### src/rtl/core/atg_pkg.sv
package atg_pkg;

   localparam int BUFFER_LENGTH = 65536;
   localparam int BUF_W = $clog2(BUFFER_LENGTH + 1);

   localparam int SINE_TABLE_DEPTH = 1024;
   localparam int SINE_ADDR_W = $clog2(SINE_TABLE_DEPTH);
   localparam int TAB_AW = SINE_ADDR_W + 1;

   localparam logic signed [31:0] BLACKMAN_A0 = 32'sd13763;
   localparam logic signed [31:0] BLACKMAN_A2 = 32'sd2621;
   localparam logic signed [31:0] BLACKMAN_BIAS = BLACKMAN_A0 * 32'sd32768;

   typedef enum logic [2:0] {
      MODE_SILENT         = 3'd0,
      MODE_CLICK          = 3'd1,
      MODE_RECT_TONE      = 3'd2,
      MODE_BLACKMAN_TONE  = 3'd3,
      MODE_RAMPED_TONE    = 3'd4,
      MODE_CONTINUOUS     = 3'd5
   } mode_type;

   typedef enum logic [2:0] {
      CSR_MODE         = 3'd0,
      CSR_TONE_STEP    = 3'd1,
      CSR_TONE_PHASE0  = 3'd2,
      CSR_START_SAMPLE = 3'd3,
      CSR_LENGTH       = 3'd4,
      CSR_RAMP         = 3'd5,
      CSR_AMPLITUDE    = 3'd6,
      CSR_WINDOW_STEP  = 3'd7
   } csr_index_type;

   typedef enum logic [1:0] {
      KIND_RECT,
      KIND_BLACKMAN,
      KIND_RAMP,
      KIND_CLICK
   } win_kind_type;

   typedef struct packed {
      logic         act;
      win_kind_type kind;
      logic [15:0]  rel_pos;
   } region_type;

   typedef struct packed {
      logic [16:0] w;
      logic [15:0] mag;
      logic        neg;
   } win_out_type;

   typedef logic [14:0] sine_tab_type [SINE_TABLE_DEPTH + 1];

   function automatic logic [14:0] sine_entry(int unsigned k);
      logic [63:0] one;
      logic [63:0] x;
      logic [63:0] x2;
      logic [63:0] r;
      logic [63:0] s;
      logic [63:0] q;
      one = 64'd1 << 30;
      x = (64'(k) * 64'd1686629713) / 64'(SINE_TABLE_DEPTH);
      x2 = (x * x) >> 30;
      r = one;
      r = one - ((x2 * r) >> 30) / 64'd156;
      r = one - ((x2 * r) >> 30) / 64'd110;
      r = one - ((x2 * r) >> 30) / 64'd72;
      r = one - ((x2 * r) >> 30) / 64'd42;
      r = one - ((x2 * r) >> 30) / 64'd20;
      r = one - ((x2 * r) >> 30) / 64'd6;
      s = (x * r) >> 30;
      q = (s + 64'd16384) >> 15;
      if (q > 64'd32767) begin
         q = 64'd32767;
      end
      return q[14:0];
   endfunction

   function automatic sine_tab_type build_sine_tab();
      sine_tab_type t;
      for (int k = 0; k <= SINE_TABLE_DEPTH; k++) begin
         t[k] = sine_entry(k);
      end
      return t;
   endfunction

   localparam sine_tab_type SINE_TAB = build_sine_tab();

   // Odd quarters read the table backwards.
   function automatic logic [TAB_AW-1:0] sine_addr(logic [31:0] ph);
      logic [TAB_AW-1:0] pos;
      pos = TAB_AW'(ph[29 -: SINE_ADDR_W]);
      return ph[30] ? (TAB_AW'(SINE_TABLE_DEPTH) - pos) : pos;
   endfunction

endpackage

### src/rtl/core/atg_window.sv
module atg_window
   import atg_pkg::*;
(
   input  win_kind_type kind,
   input  logic [14:0]  sin_mag,
   input  logic         sin_neg,
   input  logic [14:0]  cos1_mag,
   input  logic         cos1_neg,
   input  logic [14:0]  cos2_mag,
   input  logic         cos2_neg,
   output win_out_type  win
);

   logic signed [15:0] c1;
   logic signed [15:0] c2;
   logic signed [31:0] w30;
   logic signed [31:0] wsum;
   logic [16:0]        w_blk;
   logic signed [17:0] rsum;
   logic [16:0]        w_ramp;

   always_comb begin
      c1 = cos1_neg ? -$signed({1'b0, cos1_mag}) : $signed({1'b0, cos1_mag});
      c2 = cos2_neg ? -$signed({1'b0, cos2_mag}) : $signed({1'b0, cos2_mag});
      w30 = BLACKMAN_BIAS - (32'(c1) <<< 14) + BLACKMAN_A2 * 32'(c2);
      wsum = w30 + 32'sd16384;
      if (w30 < 0) begin
         w_blk = '0;
      end else if ((wsum >>> 15) > 32'sd32768) begin
         w_blk = 17'd32768;
      end else begin
         w_blk = 17'(wsum >>> 15);
      end
      rsum = 18'sd32769 - 18'(c1);
      w_ramp = rsum[17:1];
      win.mag = {1'b0, sin_mag};
      win.neg = sin_neg;
      case (kind)
         KIND_BLACKMAN: win.w = w_blk;
         KIND_RAMP: win.w = w_ramp;
         KIND_CLICK: begin
            win.w = 17'd32767;
            win.mag = 16'd32768;
            win.neg = 1'b0;
         end
         default: win.w = 17'd32768;
      endcase
   end

endmodule

### config.mk
export PLATFORM = sky130hd
export DESIGN_NAME = atg_window
export DESIGN_NICKNAME = d
export VERILOG_FILES = /design/src/rtl/core/atg_pkg.sv /design/src/rtl/core/atg_window.sv
export SDC_FILE = /design/constraint.sdc
export NUM_CORES = 1
export LEC_CHECK = 0
export BUFFER_PORTS_ARGS = -buffer_cell sky130_fd_sc_hd__buf_2
export CAP_MARGIN = 20
export CORE_MARGIN = 2
export CORE_UTILIZATION = 50
export DETAILED_ROUTE_END_ITERATION = 12
export GPL_TIMING_DRIVEN = 0
export PLACE_DENSITY = 0.69
export SLEW_MARGIN = 10
export SYNTH_ARGS = -nofsm -noshare
export SYNTH_HDL_FRONTEND = slang
export SYNTH_SLANG_ARGS = --single-unit
### constraint.sdc
create_clock -name vclk -period 11.05
set_input_delay 1.6575 -clock vclk [all_inputs]
set_output_delay 1.6575 -clock vclk [all_outputs]
set_load 0.03 [all_outputs]
==> flow_summary.json <==
{
  "place_congestion": 0.9287,
  "synthXorXnorAreaFrac": 0.1052,
  "routed_wirelength_um": 16680,
  "route.met2.wl_um": 7688,
  "tightestPinTransition_ps": 964.3,
  "synthCells": 846,
  "ys_types": 84,
  "grt-ovfl-total": 0,
  "vias": 5938,
  "nFlopsAndLatches": 0,
  "fmax_mhz": 93.04,
  "fin_util": 0.6021,
  "hold_path.class": "input pin to output pin",
  "worst_ep_arrival_time_ps": 9090,
  "start_util": 0.5163,
  "synthMuxAreaShare": 0.005544,
  "synthSimpleGateAreaFrac": 0.1535,
  "core_area_sq_um": 13990,
  "max_cap_violations": 0,
  "holdPathStages": 3,
  "num_io_pins": 84,
  "drtPass1Iterations": 5,
  "die_x_um": 124.2,
  "highest_layer": "met4",
  "hold_viol": 0,
  "antenna_found_initial": 0,
  "cp_data_required_time_ps": 9390,
  "wl_per_cell_um": 14.68,
  "fin_crit_ps": 10750,
  "relSlewSlack": 0.3387,
  "setup_tns_ps": 0,
  "dr_wl_met3_um": 516,
  "diodes": 0,
  "slew_violations": 0,
  "grt_usage": 0.2226,
  "nClkBuffers": 0,
  "final_common_cell": "inv_1",
  "cp-start-kind": "input pin",
  "instances_no_fill": 1136,
  "dieArea_sq_um": 15420,
  "io_buffers": 82,
  "synth_fa_ha_area_frac": 0.4754,
  "drt-initial-drc-count": 337,
  "synth_compound_area_frac": 0.1532,
  "viasPerCell": 5.227,
  "syn_to_final_growth_pct": 16.61,
  "grt_pass1_wl_um": 27540,
  "synth_fp_nets": 1111,
  "synth_top_family_by_area": "adder cells",
  "syn_area_sq_um": 7222,
  "whs_endpoint": "win[8]",
  "grt_max_degree": 21,
  "rows": 43,
  "status": "finished clean",
  "wl_met1_um": 8301,
  "ys_warn_count": 0,
  "worstSetupEndpointType": "output pin",
  "layout.cell_area.non_filler_sq_um": 8422,
  "min_period_over_period": 0.9727,
  "layout-drive-gt1-share": 0.2040,
  "crit_type": "input pin to output pin",
  "first_global_vias": 5653,
  "register_area_sq_um": 0,
  "nets": 1223,
  "setup_viol": 0,
  "place_area_sq_um": 7864,
  "fp.dieH_um": 124.2,
  "final_cell_mix": "inv_1, ha_1, fa_1, buf_2, nand2_1",
  "avgSynthCellArea_sq_um": 8.537,
  "drc": 0,
  "postRouteAntennaNets": 0,
  "cp_max_fo": 10,
  "hp-start": "sin_mag[7]",
  "dp.cells": 1109,
  "seq_area_frac_synth": 0,
  "dp_hpwl_um": 14570
}
[layout make-up]
class | count | area, sq um
Buffer | 15 | 87.58
Fill cell | 1263 | 5567
Multi-Input combinational cell | 645 | 6760
Timing Repair Buffer | 111 | 640.6
Tap cell | 180 | 225.2
Inverter | 185 | 708.2
[critical path, stage by stage]
cell       delay (ps)
buf_2             130
nor4_4            350
nand3_1           150
or2_4             270
o41ai_4           420
xnor2_4           220
buf_4             170
ha_2              290
fa_1              490
ha_1              310
fa_1              470
fa_1              520
fa_1              490
ha_1              290
buf_4             170
nand2_1           140
nor2_2            180
and4_1            280
o2111ai_2         150
buf_4             170
and3b_1           160
or2_2             340
a2111oi_4         370
a31oi_2           180
o2bb2ai_4         200
o31ai_2           290
buf_4             210
[synth_stat cells, types with 12 or more instances]
cell type	number	area, sq um
inv_1	184	690.7
ha_1	116	1451
fa_1	99	1982
nand2_1	53	198.9
xnor2_1	50	437.9
o21ai_0	36	180.2
a21oi_1	28	140.1
nor2_1	28	105.1
xor2_1	28	245.2
and2_1	22	137.6
nand3_1	14	70.07
o31ai_1	12	90.09
[per-stage QoR]
step	hold slack (ps)	setup slack, ps
2_1_floorplan	3532	193.4
3_3_place_gp	3664	-923.1
3_5_place_dp	3665	-987.2
4_1_cts	3664	2.590
5_1_grt	3676	-32.60
6_report	3663	301.6
[cells by family after synthesis]
family / Yosys count
xor gates and xnor gates: 82
adders and majority gates: 215
other: 1
and+or+nand+nor: 189
buffers and inverters: 201
muxes: 4
AOI/OAI and AO/OA: 154
[metal layers]
metal	GRT usage	vias to the layer above
met5	0	-
met3	0.01190	14
met4	0.02247	0
met1	0.3356	2809
met2	0.3654	110
li1	-	3005
[how the worst max path moves through the flow]
stage | endpoint | slack [ps] | from | cells after the start
global placement | win[18] | -920 | cos2_mag[2] | 27
CTS | win[18] | 3 | cos2_mag[0] | 26
floorplan | win[20] | 190 | cos2_mag[12] | 24
finish | win[25] | 300 | cos2_mag[5] | 27
global route | win[25] | -30 | cos2_mag[5] | 29
detailed placement | win[25] | -990 | cos2_mag[2] | 27
[repair_timing]
item,4_1_cts,5_1_grt
gates resized for setup,26,48
hold buffers,0,0
buffers inserted,3,25
pin swaps,1,19
endpoints found under the setup margin,17,17
Power is not shown: default switching activity piles up to over one toggle a cycle in this logic, so the estimate is an artifact.
