### src/rtl/core/atg_pkg.sv
package atg_pkg;

   localparam int BUFFER_LENGTH = 65536;
   localparam int BUF_W = $clog2(BUFFER_LENGTH + 1);

   localparam int SINE_TABLE_DEPTH = 1024;
   localparam int SINE_ADDR_W = $clog2(SINE_TABLE_DEPTH);
   localparam int TAB_AW = SINE_ADDR_W + 1;

   localparam logic signed [31:0] BLACKMAN_A0 = 32'sd13763;
   localparam logic signed [31:0] BLACKMAN_A2 = 32'sd2621;
   localparam logic signed [31:0] BLACKMAN_BIAS = BLACKMAN_A0 * 32'sd32768;

   typedef enum logic [2:0] {
      MODE_SILENT         = 3'd0,
      MODE_CLICK          = 3'd1,
      MODE_RECT_TONE      = 3'd2,
      MODE_BLACKMAN_TONE  = 3'd3,
      MODE_RAMPED_TONE    = 3'd4,
      MODE_CONTINUOUS     = 3'd5
   } mode_type;

   typedef enum logic [2:0] {
      CSR_MODE         = 3'd0,
      CSR_TONE_STEP    = 3'd1,
      CSR_TONE_PHASE0  = 3'd2,
      CSR_START_SAMPLE = 3'd3,
      CSR_LENGTH       = 3'd4,
      CSR_RAMP         = 3'd5,
      CSR_AMPLITUDE    = 3'd6,
      CSR_WINDOW_STEP  = 3'd7
   } csr_index_type;

   typedef enum logic [1:0] {
      KIND_RECT,
      KIND_BLACKMAN,
      KIND_RAMP,
      KIND_CLICK
   } win_kind_type;

   typedef struct packed {
      logic         act;
      win_kind_type kind;
      logic [15:0]  rel_pos;
   } region_type;

   typedef struct packed {
      logic [16:0] w;
      logic [15:0] mag;
      logic        neg;
   } win_out_type;

   typedef logic [14:0] sine_tab_type [SINE_TABLE_DEPTH + 1];

   function automatic logic [14:0] sine_entry(int unsigned k);
      logic [63:0] one;
      logic [63:0] x;
      logic [63:0] x2;
      logic [63:0] r;
      logic [63:0] s;
      logic [63:0] q;
      one = 64'd1 << 30;
      x = (64'(k) * 64'd1686629713) / 64'(SINE_TABLE_DEPTH);
      x2 = (x * x) >> 30;
      r = one;
      r = one - ((x2 * r) >> 30) / 64'd156;
      r = one - ((x2 * r) >> 30) / 64'd110;
      r = one - ((x2 * r) >> 30) / 64'd72;
      r = one - ((x2 * r) >> 30) / 64'd42;
      r = one - ((x2 * r) >> 30) / 64'd20;
      r = one - ((x2 * r) >> 30) / 64'd6;
      s = (x * r) >> 30;
      q = (s + 64'd16384) >> 15;
      if (q > 64'd32767) begin
         q = 64'd32767;
      end
      return q[14:0];
   endfunction

   function automatic sine_tab_type build_sine_tab();
      sine_tab_type t;
      for (int k = 0; k <= SINE_TABLE_DEPTH; k++) begin
         t[k] = sine_entry(k);
      end
      return t;
   endfunction

   localparam sine_tab_type SINE_TAB = build_sine_tab();

   // Odd quarters read the table backwards.
   function automatic logic [TAB_AW-1:0] sine_addr(logic [31:0] ph);
      logic [TAB_AW-1:0] pos;
      pos = TAB_AW'(ph[29 -: SINE_ADDR_W]);
      return ph[30] ? (TAB_AW'(SINE_TABLE_DEPTH) - pos) : pos;
   endfunction

endpackage

### src/rtl/core/atg_region.sv
module atg_region
   import atg_pkg::*;
(
   input  logic [2:0]  mode,
   input  logic [31:0] tone_step,
   input  logic [15:0] start_sample,
   input  logic [15:0] length_samples,
   input  logic [15:0] ramp_samples,
   input  logic [15:0] sample_index,
   output region_type  region
);

   logic [16:0] t1;
   logic [16:0] t2;
   logic [17:0] t3;
   logic        in_buf;
   logic        ge_start;
   logic        no_tone;
   logic [15:0] d_rise;
   logic [15:0] d_fall;

   always_comb begin
      t1 = 17'(start_sample) + 17'(ramp_samples);
      t2 = 17'(start_sample) + 17'(length_samples);
      t3 = 18'(t2) + 18'(ramp_samples);
      in_buf = BUF_W'(sample_index) < BUF_W'(BUFFER_LENGTH);
      ge_start = sample_index >= start_sample;
      no_tone = (tone_step == '0) || (length_samples == '0);
      d_rise = sample_index - start_sample;
      d_fall = 16'(t3 - 18'(sample_index));
      region.act = 1'b0;
      region.kind = KIND_RECT;
      region.rel_pos = d_rise;
      case (mode_type'(mode))
         MODE_CLICK: begin
            region.kind = KIND_CLICK;
            region.act = sample_index < length_samples;
         end
         MODE_RECT_TONE, MODE_BLACKMAN_TONE: begin
            region.kind = (mode_type'(mode) == MODE_BLACKMAN_TONE) ? KIND_BLACKMAN
                                                                  : KIND_RECT;
            region.act = !no_tone && ge_start && (17'(sample_index) <= t2);
         end
         MODE_RAMPED_TONE: begin
            region.act = !no_tone && ge_start && (18'(sample_index) < t3);
            if (17'(sample_index) < t1) begin
               region.kind = KIND_RAMP;
            end else if (17'(sample_index) > t2) begin
               region.kind = KIND_RAMP;
               region.rel_pos = d_fall;
            end
         end
         MODE_CONTINUOUS: begin
            region.act = tone_step != '0;
         end
         default: begin
            region.act = 1'b0;
         end
      endcase
      region.act = region.act && in_buf;
   end

endmodule

### config.mk
export PLATFORM = sky130hd
export DESIGN_NAME = atg_region
export DESIGN_NICKNAME = d
export VERILOG_FILES = /design/src/rtl/core/atg_pkg.sv /design/src/rtl/core/atg_region.sv
export SDC_FILE = /design/constraint.sdc
export NUM_CORES = 1
export LEC_CHECK = 0
export BUFFER_PORTS_ARGS = -buffer_cell sky130_fd_sc_hd__buf_2
export CAP_MARGIN = 20
export CORE_MARGIN = 2
export CORE_UTILIZATION = 50
export DETAILED_ROUTE_END_ITERATION = 12
export PLACE_DENSITY = 0.79
export SLEW_MARGIN = 5
export SYNTH_ARGS = -nofsm -noshare
export SYNTH_HDL_FRONTEND = slang
export SYNTH_SLANG_ARGS = --single-unit
### constraint.sdc
create_clock -name vclk -period 29.7
set_clock_uncertainty 0.15 [all_clocks]
set_input_delay 8.91 -clock vclk [all_inputs]
set_output_delay 8.91 -clock vclk [all_outputs]
set_load 0.03 [all_outputs]
==> reports/metrics.yaml <==
place:
  dp_hpwl_mm: 13.18
  port_buffers: 118
  gp_congestion: 0.9358
timing:
  whs_ps: 18020
  hold_viol: 0
  setup_viol_count_final: 0
  rsz0062_at_grt: "false"
  post-route-min-period_ps: 23000
  min_period_over_period: 0.7743
  tns_ps: 0
  tightest_slew_ps: 814.9
  finalMaxSlewViolations: 0
  maxSlewHeadroom: 0.4427
  fmaxAchievable_mhz: 43.48
global_routing:
  busiest_layer: "met2"
  grt_usage: 0.2424
  grt_use_met2: 0.4139
  gr-usage-met1: 0.3405
  grt_max_degree: 17
  first_global_vias: 5292
  groute.layer.met3.usage: 0.01136
  grt-ovfl-total: 0
  grt_pass1_wl_mm: 23.60
  antenna_found_initial: 0
clock_network:
  cts_setup_buffers: 0
  ctsHoldBuffers: 0
  ctsResizeCount: 0
run_status:
  status: "finished clean"
final_layout:
  final_cell_mix: "ha_1 (142), buf_2 (118), inv_1 (100), a21oi_1 (63), nor2_1 (45)"
  antenna_cells: 0
  area_growth_pct: 13.68
  fin_nets: 1115
  layout-drive-gt1-share: 0.1580
  clock_buffers: 0
  seq_area_um2: 0
  flops_and_latches: 0
  layout_commonest_cell: "ha_1"
detailed_routing:
  avgRoutedWirePerCell_um: 14.50
  first_iter_violations: 194
  route.detailed.drc: 0
  first_pass_iters: 5
  wl_mm: 14.60
  detail-route-antenna-nets: 0
  route.vias.total: 5622
  vias_per_cell: 5.583
worst_setup_path:
  cp_data_required_time_ps: 20640
  cp.arrival_ps: 13940
  cp-end-kind: "output port"
  critPathMaxFanout: 6
  crit_type: "input pin to output port"
  start_kind: "input pin"
pwr:
  power_density_nw_per_um2: 41.47
  p_leak_uw: 0.003260
  max-vdd-ir-drop_mv: 0.01809
  finalPower_uw: 260.0
flow_run:
  drv_cap: 0
worst_hold_path:
  min_path_type: "input pin to output port"
  min_path_cells: 3
floorplan:
  io_pins: 118
  die_h_um: 109.0
  start_util: 0.5109
  core_um2: 10790
  die_area_um2: 11880
  die_w_um: 109.0
  rows: 38
logic_synthesis:
  syn_avg_cell_area_um2: 7.342
  synth_warnings: 0
  syn_inst: 751
  ys_types: 63
  yosysSeqAreaShare: 0
  syn_area_um2: 5514
  synth_fp_nets: 997
-- Yosys cell counts (all sizes together), types with 13 or more instances --
| cell | instances | area share |
|---|---|---|
| nand2 | 38 | 0.026 |
| xnor2 | 43 | 0.068 |
| a21o | 18 | 0.025 |
| ha | 142 | 0.32 |
| nor3 | 13 | 0.012 |
| xor2 | 23 | 0.037 |
| o21ai | 45 | 0.041 |
| nand2b | 17 | 0.019 |
| nand3 | 20 | 0.019 |
| a21oi | 63 | 0.057 |
| nor2b | 17 | 0.019 |
| inv | 100 | 0.068 |
| o21a | 16 | 0.022 |
| mux2i | 14 | 0.025 |
| nor2 | 45 | 0.031 |
| nor4 | 16 | 0.021 |
-- final timing paths --
path / slack (ps) / from / end
max: 6700 / start_sample[1] / region[18]
min: 18020 / mode[1] / region[17]
-- metrics by stage --
stage,area (um^2),cells,utilization,worst slack (ps)
global placement,6269,1007,0.5808,6850
CTS,6269,1007,0.5808,6718
global route,6269,1007,0.5808,6245
detailed placement,6269,1007,0.5808,6740
finish,6269,1007,0.5808,6703
floorplan,5514,751,-,7343
-- worst max-delay path, cell delays in order --
cell and delay (ps):
buf_2 170, ha_1 310, a21oi_1 160, o21ai_0 150
o41ai_1 400, o21ba_2 220, o21bai_1 70, a21oi_1 180
xnor2_1 180, ha_1 330, a21oi_1 220, o21bai_1 80
a2111oi_0 750, xnor2_1 170, ha_1 390, nor2b_1 160
o21ai_0 150, nand2_1 70, a21o_1 170, a21oi_1 130
o21ai_0 130, a32oi_1 220, buf_2 230
-- kinds of logic (layout without fill, tap and decap cells) --
kind of cell,count (synthesis),count (layout),synth area share
mux,18,18,0.03358
compound gates,214,214,0.2562
simple gates,203,203,0.1936
buf+inv,103,219,0.07148
fa+ha+maj,147,147,0.3404
xor+xnor,66,66,0.1048
-- layer usage --
layer	wire length, um	up-vias	share of wire
met2	6548	122	0.45
li1	-	2965	-
met1	7060	2517	0.48
met5	0	-	0
met4	254	0	0.017
met3	734	18	0.050
-- area by class of cell --
cell class / instances / area [um^2]
multi-input combinational: 648 / 5120
fill: 1020 / 4524
tap: 140 / 175.2
timing repair buffer: 119 / 598.1
inverter: 100 / 375.4
-- report_power, final --
| group | total (uW) | switching (uW) | leakage, uW | internal [uW] |
|---|---|---|---|---|
| clock network | 0 | 0 | 0 | 0 |
| registers | 0 | 0 | 0 | 0 |
| logic | 260 | 147 | 0.00326 | 113 |
| total | 260 | 147 | 0.00326 | 113 |
Note: power is estimated with default switching activity, not from simulation.
