**src/rtl/core/atg_pkg.sv**
```systemverilog
package atg_pkg;

   localparam int BUFFER_LENGTH = 65536;
   localparam int BUF_W = $clog2(BUFFER_LENGTH + 1);

   localparam int SINE_TABLE_DEPTH = 1024;
   localparam int SINE_ADDR_W = $clog2(SINE_TABLE_DEPTH);
   localparam int TAB_AW = SINE_ADDR_W + 1;

   localparam logic signed [31:0] BLACKMAN_A0 = 32'sd13763;
   localparam logic signed [31:0] BLACKMAN_A2 = 32'sd2621;
   localparam logic signed [31:0] BLACKMAN_BIAS = BLACKMAN_A0 * 32'sd32768;

   typedef enum logic [2:0] {
      MODE_SILENT         = 3'd0,
      MODE_CLICK          = 3'd1,
      MODE_RECT_TONE      = 3'd2,
      MODE_BLACKMAN_TONE  = 3'd3,
      MODE_RAMPED_TONE    = 3'd4,
      MODE_CONTINUOUS     = 3'd5
   } mode_type;

   typedef enum logic [2:0] {
      CSR_MODE         = 3'd0,
      CSR_TONE_STEP    = 3'd1,
      CSR_TONE_PHASE0  = 3'd2,
      CSR_START_SAMPLE = 3'd3,
      CSR_LENGTH       = 3'd4,
      CSR_RAMP         = 3'd5,
      CSR_AMPLITUDE    = 3'd6,
      CSR_WINDOW_STEP  = 3'd7
   } csr_index_type;

   typedef enum logic [1:0] {
      KIND_RECT,
      KIND_BLACKMAN,
      KIND_RAMP,
      KIND_CLICK
   } win_kind_type;

   typedef struct packed {
      logic         act;
      win_kind_type kind;
      logic [15:0]  rel_pos;
   } region_type;

   typedef struct packed {
      logic [16:0] w;
      logic [15:0] mag;
      logic        neg;
   } win_out_type;

   typedef logic [14:0] sine_tab_type [SINE_TABLE_DEPTH + 1];

   function automatic logic [14:0] sine_entry(int unsigned k);
      logic [63:0] one;
      logic [63:0] x;
      logic [63:0] x2;
      logic [63:0] r;
      logic [63:0] s;
      logic [63:0] q;
      one = 64'd1 << 30;
      x = (64'(k) * 64'd1686629713) / 64'(SINE_TABLE_DEPTH);
      x2 = (x * x) >> 30;
      r = one;
      r = one - ((x2 * r) >> 30) / 64'd156;
      r = one - ((x2 * r) >> 30) / 64'd110;
      r = one - ((x2 * r) >> 30) / 64'd72;
      r = one - ((x2 * r) >> 30) / 64'd42;
      r = one - ((x2 * r) >> 30) / 64'd20;
      r = one - ((x2 * r) >> 30) / 64'd6;
      s = (x * r) >> 30;
      q = (s + 64'd16384) >> 15;
      if (q > 64'd32767) begin
         q = 64'd32767;
      end
      return q[14:0];
   endfunction

   function automatic sine_tab_type build_sine_tab();
      sine_tab_type t;
      for (int k = 0; k <= SINE_TABLE_DEPTH; k++) begin
         t[k] = sine_entry(k);
      end
      return t;
   endfunction

   localparam sine_tab_type SINE_TAB = build_sine_tab();

   // Odd quarters read the table backwards.
   function automatic logic [TAB_AW-1:0] sine_addr(logic [31:0] ph);
      logic [TAB_AW-1:0] pos;
      pos = TAB_AW'(ph[29 -: SINE_ADDR_W]);
      return ph[30] ? (TAB_AW'(SINE_TABLE_DEPTH) - pos) : pos;
   endfunction

endpackage

```
**src/rtl/core/atg_scale.sv**
```systemverilog
module atg_scale
   import atg_pkg::*;
(
   input  logic [32:0]        amp_w,
   input  logic [15:0]        mag,
   input  logic               neg,
   input  logic               act,
   output logic signed [15:0] sample
);

   logic [48:0] prod;
   logic [49:0] sum;
   logic [19:0] r;
   logic [15:0] val;

   always_comb begin
      prod = 49'(amp_w) * 49'(mag);
      sum = 50'(prod) + (50'd1 << 29);
      r = sum[49:30];
      if (neg) begin
         val = (r > 20'd32768) ? 16'h8000 : 16'(20'd0 - r);
      end else begin
         val = (r > 20'd32767) ? 16'h7FFF : r[15:0];
      end
      sample = act ? $signed(val) : 16'sd0;
   end

endmodule

```
**config.mk**
```make
export PLATFORM = sky130hd
export DESIGN_NAME = atg_scale
export DESIGN_NICKNAME = d
export VERILOG_FILES = /design/src/rtl/core/atg_pkg.sv /design/src/rtl/core/atg_scale.sv
export SDC_FILE = /design/constraint.sdc
export NUM_CORES = 1
export LEC_CHECK = 0
export BUFFER_PORTS_ARGS = -buffer_cell sky130_fd_sc_hd__buf_2
export CORE_ASPECT_RATIO = 0.9
export CORE_MARGIN = 8
export CORE_UTILIZATION = 55
export DETAILED_ROUTE_END_ITERATION = 12
export PLACE_DENSITY_LB_ADDON = 0.12
export SYNTH_ARGS = -nofsm -noshare
export SYNTH_HDL_FRONTEND = slang
export SYNTH_SLANG_ARGS = --single-unit
```
**constraint.sdc**
```tcl
create_clock -name vclk -period 17.2
set_input_delay 0.86 -clock vclk [all_inputs]
set_output_delay 0.86 -clock vclk [all_outputs]
set_load 0.005 [all_outputs]
```
==> results of run 1 <==
cells by family (layout without fill, tap and decap cells):
family | count (synthesis) | in the layout | share of synthesized area [%]
AOI/OAI and AO/OA | 188 | 188 | 6.77
xor gates and xnor gates | 18 | 18 | 0.918
and+or+nand+nor | 719 | 719 | 20.0
adders and majority gates | 585 | 585 | 58.7
muxes | 5 | 5 | 0.292
buffers and inverters | 634 | 601 | 13.3
cell usage after synthesis, drive strengths merged (16+ instances only):
master  instances  area (um^2)
a21oi          63          319
and2          244         1530
clkbuf         96          360
fa            432         8650
ha            153         1910
inv           534         2000
nand2         345         1290
nand4          21          138
nor2           35          131
nor3           22          115
o21ai          40          200
xnor2          16          148
through the flow:
stage | setup WS [ps] | utilization, % | hold slack, ps | cells | cell area, um^2
after floorplan | 9120 | - | 1800 | 2149 | 18000
after global placement | 7880 | 56.7 | 2090 | 2538 | 18500
after detailed placement | 7720 | 56.7 | 2080 | 2538 | 18500
after CTS | 7720 | 56.7 | 2090 | 2538 | 18500
after global routing | 7220 | 56.7 | 2110 | 2538 | 18500
final | 7700 | 56.7 | 2100 | 2538 | 18500
per-layer routing:
layer / GRT usage, % / vias to the layer above / wire (um)
met4: 4.59 / 2 / 868
met2: 42.8 / 365 / 22600
met3: 0.845 / 69 / 1650
met1: 33.1 / 7242 / 19200
met5: 0 / - / 8
li1: - / 6326 / -
how the worst max path moves through the flow:
stage	to	slack, ps
after detailed placement	sample[13]	7720
after global placement	sample[12]	7880
after global routing	sample[8]	7220
final	sample[13]	7700
after floorplan	sample[10]	9120
after CTS	sample[13]	7720
layout make-up:
cell class | count | area (um^2)
Timing Repair Buffer | 67 | 335
Tap cell | 422 | 528
Fill cell | 3075 | 14100
Inverter | 534 | 2000
Multi-Input combinational cell | 1515 | 15600
==> run_results.csv, run 1 <==
group,metric,value,unit
run_status,outcome,"completed",
clock_network,post_cts_buffers,0,
grt,grt_use_total,24.2,%
clock_network,cts-hold-fix-buffers,0,
grt,overflow,0,
grt,grt_pass1_vias,15400,
floorplan,core,32600,um^2
setup_path,cp_slowest_stage_delay,650,ps
cells_and_area,final_common_cell,"inv_1",
sta,fin_tns_setup,0,ps
setup_path,worstSetupPathType,"input port to output port",
floorplan,die_x,207,um
synth,yosysWarnings,0,
detailed_routing,drc,0,
setup_path,path_common_cell,"fa_1",
sta,period_share,55.2,%
detailed_routing,routedWlPerCell,17.5,um
detailed_routing,drtIter0Drc,705,
cells_and_area,nets,2754,
synth,syn_inst,2149,
detailed_routing,ant_nets,0,
grt,antenna_found_initial,2,
setup_path,crit_family,"adder cells",
sta,worstMarginPinSlew,887,ps
clock_network,ctsResizeCount,0,
setup_path,worstPathRequired,16340,ps
setup_path,crit_path_max_fanout,33,
detailed_routing,via_per_inst,5.52,
sta,setup_violations,0,
placed_design,gp_congestion,0.925,
grt,grt_max_degree,34,
setup_path,cp.arrival,8640,ps
setup_path,cp.depth,26,
detailed_routing,firstDrtPassIters,7,
min_path,min-delay-start,"act",
sta,maxSlewViolCount,0,
cells_and_area,drive_gt1_share,4.35,%
detailed_routing,postRouteWirelength,44300,um
sta,fin_crit,9500,ps
setup_path,path_buf_inv,6,
grt,grt_pass1_wl,77400,um
setup_path,worstSetupStartpoint,"mag[7]",
min_path,hold_path.class,"input port to output port",
synth,avgSynthCellArea,8.37,um^2
flow_run,cap_violations,0,
placed_design,hpwlAfterDp,36700,um
min_path,hold_depth,3,
min_path,whs_endpoint,"sample[15]",
placed_design,numPortBuffers,67,
synth,syn_area,18000,um^2
sta,rsz0062_at_grt,"no",
synth,ys_seq_area_share,0,%
synth,synth_fp_nets,2785,
sta,finalHoldViolCount,0,
floorplan,die_y,188,um
cells_and_area,diodes,0,
sta,maxSlewHeadroom,39.9,%
detailed_routing,vias,14000,
cells_and_area,nClkBuffers,0,
cells_and_area,area_growth,2.65,%
synth,ys_types,66,
floorplan,die_area,38800,um^2
floorplan,num_rows,63,
cells_and_area,seq_area,0,um^2
sta,max_freq,105,MHz
setup_path,slowest_stage,"buf_2",
floorplan,start_util,55.3,%
floorplan,num_io_pins,67,
cells_and_area,n_sequential_cell,0,
setup_path,startpoint_type,"input port",
cells_and_area,layout_common_cells,"inv_1, fa_1, nand2_1",
setup_path,endpoint_kind,"output port",
Power of run 1 is left out: the tool's default activity adds up to more than one toggle a clock period on the data nets, which glitch-free logic cannot reach.
==> run 2: changes to the inputs <==
==> constraint.sdc (replaced) <==
create_clock -name vclk -period 8.7
set_input_delay 0.435 -clock vclk [all_inputs]
set_output_delay 0.435 -clock vclk [all_outputs]
set_load 0.005 [all_outputs]
==> run 2 against run 1 <==
Net effect:
- largest cell class unchanged
- worst hold slack lost 840 ps
- setup slack got worse by 7300 ps
- sequential share of layout area is the same
- global-route usage shrank 0.61 points
- clock-buffer cell count unchanged
- critical path depth is 1 higher
- cell count is 1.1% higher
- first-iteration DRC count fell by 6.5%
- non-clock buffer count rose by 28
==> run_results.csv, run 2 (same netlist as run 1, synthesis figures left out) <==
group,metric,value,unit
detailed_routing,drtIter0Drc,659,
setup_path,crit_path_max_fanout,19,
floorplan,die_y,188,um
cells_and_area,fill_cells,3107,
detailed_routing,via_per_inst,5.43,
sta,fin_crit,8250,ps
placed_design,gp_congestion,0.894,
cells_and_area,area_growth,4.10,%
detailed_routing,ant_nets,0,
detailed_routing,routedWlPerCell,17.1,um
grt,overflow,0,
floorplan,num_rows,63,
grt,grt_use_total,23.6,%
detailed_routing,drc,0,
cells_and_area,layout_common_cells,"inv_1, fa_1, nand2_1",
setup_path,path_common_cell,"fa_1",
setup_path,worstSetupPathType,"input port to output port",
cells_and_area,seq_area,0,um^2
detailed_routing,firstDrtPassIters,7,
clock_network,cts-hold-fix-buffers,0,
setup_path,worstPathRequired,8270,ps
sta,setup_violations,0,
cells_and_area,nClkBuffers,0,
grt,grt_pass1_wl,75600,um
sta,max_freq,121,MHz
floorplan,die_area,38800,um^2
sta,finalHoldViolCount,0,
grt,grt_pass1_vias,15400,
floorplan,start_util,55.3,%
sta,maxSlewViolCount,0,
setup_path,slowest_stage,"fa_1",
cells_and_area,nets,2782,
setup_path,startpoint_type,"input port",
cells_and_area,n_sequential_cell,0,
setup_path,cp_slowest_stage_delay,600,ps
detailed_routing,vias,13900,
placed_design,numPortBuffers,67,
sta,rsz0062_at_grt,"no",
grt,antenna_found_initial,1,
placed_design,hpwlAfterDp,37700,um
floorplan,num_io_pins,67,
floorplan,die_x,207,um
cells_and_area,final_common_cell,"inv_1",
grt,grt_max_degree,34,
sta,period_share,94.8,%
setup_path,cp.arrival,7820,ps
detailed_routing,postRouteWirelength,43800,um
sta,worstMarginPinSlew,760,ps
run_status,outcome,"completed",
cells_and_area,drive_gt1_share,5.74,%
setup_path,endpoint_kind,"output port",
sta,fin_tns_setup,0,ps
flow_run,cap_violations,0,
cells_and_area,diodes,0,
min_path,hold_path.class,"input port to output port",
sta,maxSlewHeadroom,49.0,%
floorplan,core,32600,um^2
## run 2: changes by cell type in the layout (fill, tap and decap cells not counted), sizes merged
cell / delta
buf: +17
clkbuf: +11
## run 2: through the flow
step / setup WS [ps] / area [um^2] / utilization (%) / cells / hold WS, ps
6_report: 448 / 18700 / 57.5 / 2566 / 1260
5_1_grt: 29.0 / 18700 / 57.5 / 2566 / 1270
4_1_cts: 156 / 18700 / 57.3 / 2564 / 1240
3_5_place_dp: 191 / 18700 / 57.3 / 2564 / 1240
3_3_place_gp: 216 / 18700 / 57.3 / 2564 / 1230
2_1_floorplan: 1470 / 18000 / - / 2149 / 947
## run 2: final timing paths
kind,start,cells past startpoint,slack (ps),to
setup / recovery,mag[9],27,450,sample[8]
hold / removal,act,4,1260,sample[9]
## run 2: metal layers
layer	part of all wire, %	global-route usage, %
met1	44	31.8
met2	50	41.6
met3	4.4	1.35
met4	2.2	4.87
met5	0.030	0
## run 2: critical path: cells and delay by family
kind	cells	cell delay [ps]
compound gates	7	1670
fa+ha+maj	8	3540
simple gates	4	790
buf+inv	7	1120
xor+xnor	1	220
## run 2: layout make-up
type | count | area, um^2 | share of cell area, %
Inverter | 534 | 2000 | 10.7
Multi-Input combinational cell | 1515 | 15600 | 83.4
Tap cell | 422 | 528 | 2.82
Timing Repair Buffer | 95 | 573 | 3.06
## run 2: what timing repair did
action	in CTS	in global routing
setup buffers	0	2
endpoints found under the setup margin	0	16
resized for setup	0	15
Power of run 2 is left out for the same reason.
==> run 3: changes to the inputs <==
--- a/config.mk
+++ b/config.mk
@@ -6,9 +6,11 @@
 export NUM_CORES = 1
 export LEC_CHECK = 0
 export BUFFER_PORTS_ARGS = -buffer_cell sky130_fd_sc_hd__buf_2
+export CELL_PAD_IN_SITES_DETAIL_PLACEMENT = 1
+export CELL_PAD_IN_SITES_GLOBAL_PLACEMENT = 1
 export CORE_ASPECT_RATIO = 0.9
 export CORE_MARGIN = 8
-export CORE_UTILIZATION = 55
+export CORE_UTILIZATION = 46
 export DETAILED_ROUTE_END_ITERATION = 12
 export PLACE_DENSITY_LB_ADDON = 0.12
 export SYNTH_ARGS = -nofsm -noshare
==> run 3 against run 2 <==
Net effect:
- via count rose by 0.96%
- critical path depth fell by 2
- worst hold slack improved by 13 ps
- global-route usage fell by 0.80 points
- setup slack got worse by 27 ps
- critical path type unchanged
- critical endpoint is now sample[10]
==> run_results.csv, run 3 (same netlist as run 1, synthesis figures left out) <==
group,metric,value,unit
run_status,outcome,"completed",
min_path,hold_path.class,"input port to output port",
setup_path,crit_family,"adder cells",
cells_and_area,seq_area,0,um^2
sta,max_freq,121,MHz
sta,maxSlewViolCount,0,
grt,overflow,0,
floorplan,num_io_pins,67,
cells_and_area,nets,2786,
floorplan,core,38500,um^2
cells_and_area,final_common_cell,"inv_1",
setup_path,cp.arrival,7840,ps
grt,grt_pass1_wl,85600,um
setup_path,startpoint_type,"input port",
detailed_routing,ant_nets,0,
setup_path,path_common_cell,"fa_1",
setup_path,path_buf_inv,5,
detailed_routing,drtIter0Drc,483,
sta,maxSlewHeadroom,46.1,%
cells_and_area,area_growth,4.88,%
setup_path,worstSetupPathType,"input port to output port",
floorplan,die_area,45700,um^2
detailed_routing,drc,0,
detailed_routing,postRouteWirelength,50300,um
grt,grt_pass1_vias,16500,
sta,fin_hold_ws,1270,ps
grt,antenna_found_initial,0,
floorplan,die_x,224,um
cells_and_area,layout_common_cells,"inv_1, fa_1, nand2_1",
setup_path,worstPathRequired,8270,ps
setup_path,slowest_stage,"fa_1",
sta,finalHoldViolCount,0,
detailed_routing,via_per_inst,5.27,
placed_design,gp_congestion,0.848,
detailed_routing,routedWlPerCell,18.8,um
cells_and_area,n_sequential_cell,0,
setup_path,cp_slowest_stage_delay,560,ps
detailed_routing,vias,14100,
sta,worstMarginPinSlew,802,ps
cells_and_area,diodes,0,
sta,setup_violations,0,
cells_and_area,nClkBuffers,0,
placed_design,numPortBuffers,67,
sta,fin_crit,8280,ps
grt,grt_max_degree,34,
flow_run,cap_violations,0,
cells_and_area,utilization,49.1,%
cells_and_area,fill_cells,4689,
setup_path,endpoint_kind,"output port",
detailed_routing,firstDrtPassIters,4,
placed_design,hpwlAfterDp,43400,um
setup_path,crit_path_max_fanout,24,
floorplan,die_y,204,um
sta,period_share,95.2,%
grt,grt_use_total,22.8,%
floorplan,num_rows,68,
floorplan,start_util,46.8,%
cells_and_area,drive_gt1_share,5.77,%
==> run 3: cell types whose count changed in the layout (fill, tap and decap cells not counted), sizes merged <==
| cell | before | now |
|---|---|---|
| buf | 84 | 90 |
| clkbuf | 11 | 9 |
==> run 3: layout make-up <==
class              instances  area (um^2)  area share [%]
inverters                534         2000            10.6
multi-input cells       1515        15600            82.7
well taps                525          657            3.48
repair buffers            99          601            3.18
==> run 3: tightest hold or removal path: cells and delay by family <==
| kind | cells | cell delay (ps) |
|---|---|---|
| compound gates | 1 | 50 |
| buf+inv | 2 | 270 |
| simple gates | 1 | 80 |
==> run 3: what timing repair did <==
item                       in CTS  in global routing
setup endpoints to repair       0                 16
setup buffers                   0                  2
hold buffers                    0                  0
gates resized for setup         0                 12
==> run 3: per-layer routing <==
metal  track usage, %  part of all wire [%]
met5                0                     0
met4             4.30                   2.1
met3            0.977                   2.3
met2             42.1                    51
met1             29.7                    44
==> run 3: path summary, 6_finish.rpt <==
kind / start / to / slack, ps / cells past startpoint
setup / recovery: mag[1] / sample[10] / 420 / 25
hold / removal: act / sample[9] / 1270 / 4
==> run 3: stage by stage <==
| step | worst slack, ps | area, um^2 | cells | TNS, ps |
|---|---|---|---|---|
| 3_3_place_gp | 376 | 18800 | 2671 | 0 |
| 2_1_floorplan | 1470 | 18000 | 2149 | 0 |
| 3_5_place_dp | 169 | 18800 | 2671 | 0 |
| 4_1_cts | 131 | 18800 | 2671 | 0 |
| 5_1_grt | -6.94 | 18900 | 2673 | -8.58 |
| 6_report | 421 | 18900 | 2673 | 0 |
Power of run 3 is left out for the same reason.
